## config.mk

```make
export PLATFORM = sky130hd
export DESIGN_NAME = cpu_port_and_memory_map_decoder
export DESIGN_NICKNAME = d
export VERILOG_FILES = /design/src/design/cpmd_pkg.sv /design/src/design/cpu_port_and_memory_map_decoder.sv
export SDC_FILE = /design/constraint.sdc
export NUM_CORES = 1
export LEC_CHECK = 0
export ABC_AREA = 1
export BUFFER_PORTS_ARGS = -buffer_cell sky130_fd_sc_hd__buf_4
export CAP_MARGIN = 25
export CORE_MARGIN = 2
export CORE_UTILIZATION = 50
export DETAILED_ROUTE_END_ITERATION = 10
export GPL_ROUTABILITY_DRIVEN = 0
export PLACE_DENSITY = 0.87
export SLEW_MARGIN = 10
export SYNTH_ARGS = -nofsm -noshare
export SYNTH_HDL_FRONTEND = slang
export SYNTH_SLANG_ARGS = --single-unit
```

## constraint.sdc

```tcl
create_clock -name clk_i -period 4.8 [get_ports clk_i]
set_clock_uncertainty 0.15 [all_clocks]
set_input_delay 0.24 -clock clk_i [delete_from_list [all_inputs] [get_ports clk_i]]
set_output_delay 0.24 -clock clk_i [all_outputs]
set_load 0.05 [all_outputs]
```

## src/design/cpmd_pkg.sv

```systemverilog
`timescale 1ns / 1ps

package cpmd_pkg;

  localparam int unsigned AddrW   = 16;
  localparam int unsigned ByteW   = 8;
  localparam int unsigned TargetW = 4;

  localparam int unsigned InDataW  = 24;  // address, write_data
  localparam int unsigned InUserW  = 1;   // func
  localparam int unsigned OutDataW = 32;  // offset, read_data, motor, record, pad
  localparam int unsigned OutUserW = 5;   // target, read_data_valid

  localparam logic [ByteW-1:0] PortDirReset  = 8'h2f;
  localparam logic [ByteW-1:0] PortDataReset = 8'h37;
  localparam logic [ByteW-1:0] PortReadMask  = 8'hef;
  localparam logic [ByteW-1:0] MotorOffBit   = 8'h10;
  localparam logic [ByteW-1:0] LocalFill     = 8'hff;

  typedef enum logic [TargetW-1:0] {
    TGT_RAM    = 4'd0,
    TGT_BASIC  = 4'd1,
    TGT_KERNAL = 4'd2,
    TGT_CHAR   = 4'd3,
    TGT_VIC    = 4'd4,
    TGT_SID    = 4'd5,
    TGT_COLOR  = 4'd6,
    TGT_CIA1   = 4'd7,
    TGT_CIA2   = 4'd8,
    TGT_IO1    = 4'd9,
    TGT_IO2    = 4'd10,
    TGT_PORT   = 4'd11
  } target_e;

endpackage

```

## src/design/cpu_port_and_memory_map_decoder.sv

```systemverilog
// Channel   Dir  tdata (low bit up)                                   tuser
// s_axis    in   address[15:0], write_data[23:16]                     func
// m_axis    out  target_offset[15:0], read_data[23:16],               target[3:0],
//                tape_motor_on[24], tape_record_high[25], zero pad    read_data_valid[4]
//
// One item per cycle while the output is not stalled: an accepted access is decoded
// in the same cycle and its result lands in the output register on the next edge.
// The port registers update on acceptance, so the next access already sees them.
// Reset restores direction 0x2f, data 0x37 and clears the tape flags and the output valid.
// A stalled output holds; the input is taken whenever the output register is
// empty or being drained.
`timescale 1ns / 1ps

module cpu_port_and_memory_map_decoder (
  input  logic                           clk_i,
  input  logic                           rst_ni,
  input  logic                           s_axis_tvalid,
  output logic                           s_axis_tready,
  input  logic [cpmd_pkg::InDataW-1:0]   s_axis_tdata,   // address, write_data
  input  logic [cpmd_pkg::InUserW-1:0]   s_axis_tuser,   // func
  output logic                           m_axis_tvalid,
  input  logic                           m_axis_tready,
  output logic [cpmd_pkg::OutDataW-1:0]  m_axis_tdata,   // offset, read_data, motor, record
  output logic [cpmd_pkg::OutUserW-1:0]  m_axis_tuser    // target, read_data_valid
);
  import cpmd_pkg::*;

  logic               accept;
  logic               wr;
  logic [AddrW-1:0]   addr;
  logic [ByteW-1:0]   wdata;

  logic [ByteW-1:0]   dir_q, dir_d;
  logic [ByteW-1:0]   data_q, data_d;
  logic               motor_q, motor_d;
  logic               rec_q, rec_d;

  target_e            tgt;
  logic [AddrW-1:0]   off;
  logic [ByteW-1:0]   rd;
  logic               rv;
  logic [ByteW-1:0]   merged;
  logic [3:0]         io_page;

  logic               vld_q;
  logic [OutDataW-1:0] odata_q;
  logic [OutUserW-1:0] ouser_q;

  assign wr    = s_axis_tuser[0];
  assign addr  = s_axis_tdata[AddrW-1:0];
  assign wdata = s_axis_tdata[AddrW +: ByteW];

  assign s_axis_tready = !vld_q || m_axis_tready;
  assign accept        = s_axis_tvalid && s_axis_tready;

  assign merged  = wdata & dir_q;
  assign io_page = addr[11:8];

  // Port register updates.
  always_comb begin
    dir_d   = dir_q;
    data_d  = data_q;
    motor_d = motor_q;
    rec_d   = rec_q;
    if (accept && wr && addr[AddrW-1:1] == '0) begin
      if (!addr[0]) begin
        dir_d = wdata;
      end else begin
        data_d  = (data_q & ~dir_q) | merged;
        rec_d   = merged[3];
        motor_d = !merged[5];
      end
    end
  end

  // Address decode against the current banking bits.
  always_comb begin
    tgt = TGT_RAM;
    off = addr;
    rd  = '0;
    rv  = 1'b0;
    if (addr[AddrW-1:1] == '0) begin
      tgt = TGT_PORT;
      if (!wr) begin
        rv = 1'b1;
        if (!addr[0]) begin
          rd = dir_q;
        end else begin
          rd = (data_q & PortReadMask) | (motor_q ? '0 : MotorOffBit);
        end
      end
    end else if (addr[15:13] == 3'b101) begin
      if (data_q[0] && data_q[1] && !wr) begin
        tgt = TGT_BASIC;
        off = {3'b000, addr[12:0]};
      end
    end else if (addr[15:12] == 4'hd) begin
      // With LORAM and HIRAM both clear the whole area is RAM.
      if (data_q[0] || data_q[1]) begin
        if (data_q[2]) begin
          unique case (io_page)
            4'h0, 4'h1, 4'h2, 4'h3: begin
              tgt = TGT_VIC;
              off = {10'd0, addr[5:0]};
            end
            4'h4, 4'h5, 4'h6, 4'h7: begin
              tgt = TGT_SID;
              off = '0;
            end
            4'h8, 4'h9, 4'ha, 4'hb: begin
              tgt = TGT_COLOR;
              off = {6'd0, addr[9:0]};
            end
            4'hc: begin
              tgt = TGT_CIA1;
              off = {8'd0, addr[7:0]};
            end
            4'hd: begin
              tgt = TGT_CIA2;
              off = {8'd0, addr[7:0]};
            end
            4'he: begin
              tgt = TGT_IO1;
              off = '0;
            end
            default: begin
              tgt = TGT_IO2;
              off = '0;
            end
          endcase
          if (!wr && (tgt == TGT_SID || tgt == TGT_IO1 || tgt == TGT_IO2)) begin
            rd = LocalFill;
            rv = 1'b1;
          end
        end else if (!wr) begin
          tgt = TGT_CHAR;
          off = {5'd0, addr[10:0]};
        end
      end
    end else if (addr[15:13] == 3'b111) begin
      if (data_q[1] && !wr) begin
        tgt = TGT_KERNAL;
        off = {3'b000, addr[12:0]};
      end
    end
  end

  always_ff @(posedge clk_i or negedge rst_ni) begin
    if (!rst_ni) begin
      dir_q   <= PortDirReset;
      data_q  <= PortDataReset;
      motor_q <= 1'b0;
      rec_q   <= 1'b0;
      vld_q   <= 1'b0;
    end else begin
      dir_q   <= dir_d;
      data_q  <= data_d;
      motor_q <= motor_d;
      rec_q   <= rec_d;
      if (accept) begin
        vld_q <= 1'b1;
      end else if (m_axis_tready) begin
        vld_q <= 1'b0;
      end
    end
  end

  always_ff @(posedge clk_i) begin
    if (accept) begin
      odata_q <= {{(OutDataW - AddrW - ByteW - 2){1'b0}}, rec_d, motor_d, rd, off};
      ouser_q <= {rv, tgt};
    end
  end

  assign m_axis_tvalid = vld_q;
  assign m_axis_tdata  = odata_q;
  assign m_axis_tuser  = ouser_q;

endmodule

```

; After elaboration in Yosys (flattened, before gate mapping)
; Cells that the tools add are included.
[totals]
regBits = 50
input_bits = 29
out_inout_bits = 39
elab_cells = 103
[classes]
eq_ne = 20
n_mux = 46
n_bitwise = 6
reduce_logical = 23
[ops]
columns = cell, count
row1 = 2-to-1 mux 16 bit, 9
row2 = 2-to-1 mux 8 bit, 8
row3 = "equality test 4 bit, second input constant", 10
row4 = 2-to-1 mux 4 bit, 9
row5 = one-hot mux 10 bit (3 select lines), 1
row6 = one-hot mux 4 bit (6 select lines), 1
row7 = "equality test 4 x 3 -> 1 bit, second input constant", 5
row8 = AND 8 bit, 2
row9 = logical NOT 15 bit, 1
row10 = 2-to-1 mux 1 bit, 14
row11 = OR reduction 4 bit, 3
row12 = "equality test 4 x 2 -> 1 bit, second input constant", 2
row13 = inverter 8 bit, 1
row14 = bitwise OR 8 x 5 -> 8 bit, 1
row15 = bitwise OR 8 bit, 1
row16 = logical AND 1 bit, 7
row17 = "equality test 3 bit, second input constant", 2
row18 = 2-to-1 mux 2 bit, 3
row19 = 2-to-1 mux 5 bit, 1
row20 = "equality test 4 x 1 -> 1 bit, second input constant", 1
row21 = logical NOT 4 bit, 1
row22 = logical OR 1 bit, 4
row23 = AND reduction 2 bit, 2
row24 = logical NOT 1 bit, 3
row25 = other kinds (3), 3

; Depth between registers and ports, before layout
[depth]
ltp_word = 18
ltp_mapped = 9
mapped_depth_nobuf = 8

; Least setup slack after synthesis
; No wires, ideal clock.
[synth_timing]
path_type = register -> register
startpoint = reg vld_q, in the netlist m_axis_tvalid
endpoint = reg odata_q[25], in the netlist m_axis_tdata[25] (data pin)
setup_ps = 259
t_arrival_ps = 3213
t_required_ps = 4391
setup_slack_ps = 1179
stages_incl_launch_ff = 8
synth_period_minus_slack_ps = 3621
cell_sequence = dfrtp_1 > a21oi_1 > nand2_1 > nor2_8 > buf_6 > nand2_1 > nand2_1 > nand2_1
[synth_via]
elab_chain_len = 6
[synth_rtl]
columns = element, line
row1 = "start, declared", cpu_port_and_memory_map_decoder.sv:45  ; logic vld_q;
row2 = "start signal, assigned", cpu_port_and_memory_map_decoder.sv:154  ; vld_q <= 1'b0;
row3 = "start signal, assigned", cpu_port_and_memory_map_decoder.sv:161  ; vld_q <= 1'b1;
row4 = "start signal, assigned", cpu_port_and_memory_map_decoder.sv:163  ; vld_q <= 1'b0;
row5 = logical NOT 1 bit, cpu_port_and_memory_map_decoder.sv:53  ; assign s_axis_tready = !vld_q || m_axis_tready;
row6 = logical OR 1 bit, cpu_port_and_memory_map_decoder.sv:53
row7 = logical AND 1 bit, cpu_port_and_memory_map_decoder.sv:54  ; assign accept = s_axis_tvalid && s_axis_tready;
row8 = via accept, cpu_port_and_memory_map_decoder.sv:28  ; logic accept;
row9 = logical AND 1 bit (2 in series), cpu_port_and_memory_map_decoder.sv:65  ; if (accept && wr && addr[AddrW-1:1] == '0) begin
row10 = 2-to-1 mux 1 bit, cpu_port_and_memory_map_decoder.sv:65
row11 = via rec_d, cpu_port_and_memory_map_decoder.sv:36  ; logic rec_q, rec_d;
row12 = "end signal, assigned", cpu_port_and_memory_map_decoder.sv:170  ; odata_q <= {{(OutDataW - AddrW - ByteW - 2){1'b0}}, rec_d, motor_d, rd, off};
row13 = "end, declared", cpu_port_and_memory_map_decoder.sv:46  ; logic [OutDataW-1:0] odata_q;
; The timed path passes the listed nets, and every way through them passes these cells.
; A chain may end at the register's enable or synchronous reset.

; Worst setup path after layout
; Same ends and word-level chain as after synthesis.

==> out/summary.md <==
Worst setup path
* flip-flop — kind of end point of the critical path
* reg -> reg — category of the critical setup timing path
* 2.43 ns — Crit path arrival time
* a21oi_4 — Worst path slowest cell
* 32 — worst-path maximum fanout
* flip-flop — startpoint kind of the worst setup timing path
* 0.78 ns — delay of the slowest critical-path stage
* a21oi_4 > nand2_1 > nor2_8 > nand2_1 > nand2_1 > nand2_1 — CP cell instances
* 0 — number of buffers and inverters on the critical path
* 4.69 ns — required arrival time at the worst endpoint
* simple AND/OR/NAND/NOR gates — kind of cell adding the most delay to the critical path
* nand2_1 — cell repeated most along the worst path

Timing
* false — unrepaired setup endpoints after global routing
* 0 — Final setup violation count
* 2.54 ns — Min Clock Period, post-route
* 0.966 ns — transition time at the pin with the least slew margin
* 0 — fin. max-slew vios
* 35.4% — worst max-slew margin expressed relative to the limit
* 0.394 GHz — Fmax
* 0 ns — summed negative setup slack over all endpoints
* 52.9% — crit share post-route
* 0 — final hold violation count

Pwr
* 1.41 nW — Static Leakage
* 0.000148 V — largest vdd supply drop
* 0.230 mW — sw power
* 33.0% — relative contribution of the clock network to total power
* 15.2% — Comb power frac
* 0.675 mW — internal power consumption
* 25.4% — proportion of total power due to net switching
* 309 nW/um^2 — total power divided by cell area
* 51.8% — Reg power frac

Worst hold path
* in -> reg — worst min-delay path class

Die
* 24 — Site Rows
* 52.9% — starting utilization of the core area
* 68 — num ports
* 72.4 um — height of the die
* 4410 um^2 — core outline area
* 72.4 um — x dimension of the die
* 5230 um^2 — die area

Synthesis
* 2340 um^2 — cell area after synthesis
* edfxtp_1 — cell type contributing the most total cell area after synthesis
* 0 — number of warning messages in the yosys log
* edfxtp_1 — main flop type after synthesis
* 31 — number of enable flip-flop cells after synthesis
* 36.7% — async set or reset register ratio after synthesis
* 29 — Yosys cell types
* 9.53 um^2 — per-instance average area after synthesis
* 49 — flip-flop and latch count after synthesis
* 59.6% — part of the Yosys area used for sequential elements
* edfxtp_1, dfstp_2, nand2_1 — main area contributors after synthesis
* nand2_1 — most common cell in the netlist
* 245 — Post-Syn Instances
* nand2_1, edfxtp_1, inv_1, o21ai_0, nand3_1 — ranking of synthesized cells by instance count
* 39.9% — area share of the largest cell type after synthesis

Clocking
* 49 — Num Clock Sinks
* 0 — count of cells resized by post-cts repair
* 0.08 ns — clock slew seen by the registers of the worst setup and hold paths
* 2 — worst-case clock buffer depth
* 2 — # H-tree levels
* 5 — TritonCTS Buffers
* clkbuf_8 — master cell of the clock root buffer
* 0.29 ns — insertion delay of the later-clocked pin in the worst-skew pair
* done — clock tree from TritonCTS

Drt
* 5 — length of the first detailed-routing pass in iterations
* 168 — detailed router's first-iteration violation count
* 0 — DRC violation count after routing
* 5.25 — Via density
* 4790 um — aggregate routed wire length
* 13.3 um — wire per inst
* 1889 — number of vias after detailed routing
* 0 — ANT nets after route

Cells and area
* 336 — Post-layout nets
* 29.5% — fraction of final layout cells sized beyond drive strength 1
* 2930 um^2 — final instance area
* 66.4% — post-route core utilization
* 25.5% — layout-stage area growth over the synthesis result
* 0 — diodes inserted
* 344 — final-layout fill cell count
* 360 — final instance count without filler cells

Placement
* 61 — count of input and output buffers
* 3440 um — detailed placement HPWL
* 2810 um^2 — DP Area
* 351 — placed cells

GRT
* 0 — overflow left after global routing
* 19.1% — global-route total usage across every layer
* 0 — number of antenna violations at the first check in global routing
* 1768 — number of global-route vias before repair
* 7800 um — global-route wire length before repair
* 33 — maximum number of pins on one net before global-route repair

Run status
* complete, no violations — run status

Job
* 0 — number of max-capacitance violations reported

metrics by stage:
stage	hold WS [ns]	worst slack, ns	power, mW
2_1_floorplan	-0.206	1.18	0.566
3_3_place_gp	-0.0294	2.38	0.612
3_5_place_dp	-0.0272	2.27	0.615
4_1_cts	0.0130	2.26	0.912
5_1_grt	0.0276	2.10	0.937
6_report	0.0218	2.26	0.905
what timing repair did:
action / 4_1_cts / 5_1_grt
buffers inserted: 0 / 0
hold endpoints to repair: 18 / 0
hold buffers: 1 / 0
logic make-up after synthesis:
group | share of synthesized area (%)
flip-flops | 59.6
multiplexers | 0.429
other | 0.161
AO/OA/AOI/OAI | 7.18
AND/OR/NAND/NOR | 24.0
buffers and inverters | 8.57
power groups by stage:
stage	clock network (mW)	registers (mW)	logic (mW)
after floorplan	0	0.523	0.0431
after global placement	0	0.477	0.135
after detailed placement	0	0.478	0.137
after CTS	0.305	0.469	0.138
after global routing	0.321	0.470	0.146
final	0.298	0.469	0.138
worst paths after layout:
kind / start / to / slack, ns / cells past startpoint
setup / recovery: m_axis_tvalid$_DFFE_PN0P_ / m_axis_tdata[25]$_DFFE_PP_ / 2.26 / 6
hold / removal: s_axis_tdata[20] / dir_q[4]$_DFFE_PN0P_ / 0.02 / 3
setup reg to reg: m_axis_tvalid$_DFFE_PN0P_ / m_axis_tdata[25]$_DFFE_PP_ / 2.26 / 6
hold reg to reg: flip-flop / flip-flop / 0.31 / 2
max in group asynchronous: rst_ni / dir_q[0]$_DFFE_PN1P_ / 4.05 / 2
min in group asynchronous: rst_ni / m_axis_tvalid$_DFFE_PN0P_ / 0.19 / 2
layer usage:
layer	routed length (um)	track usage, %	share of wire [%]
met5	0	0	0
met4	142	9.22	3.0
met3	351	3.61	7.3
met2	2360	32.7	49
met1	1940	23.3	40
cell usage in the layout (no fill, tap or decap), drive strengths merged, types with 2 or more instances in the layout:
cell    Yosys  routed
o21ai      24      24
a21oi       5       5
nor2       18      18
conb        1       6
clkbuf      3       7
buf         9      61
inv        31      31
edfxtp     31      31
nor3        2       2
dfstp       9       9
nand3      21      21
nand2      64      64
dfrtp       9       9
nand4       9       9
or2         4       4
worst reg2reg max path, cell delays in order, from the launching register on:
cell and delay (ns):
dfrtp_1 0.43, a21oi_4 0.78, nand2_1 0.31, nor2_8 0.38, nand2_1 0.10, nand2_1 0.07, nand2_1 0.07
layout make-up:
class / count / area [um^2] / share of cell area [%]
clock buffer: 7 / 86.3 / 2.94
tap: 52 / 65.1 / 2.22
multi-input combinational: 158 / 773 / 26.4
sequential: 49 / 1390 / 47.5
inverter: 31 / 116 / 3.97
clock inverter: 1 / 30.0 / 1.02
timing repair buffer: 62 / 468 / 16.0
Power figures use the tool's default switching activity.
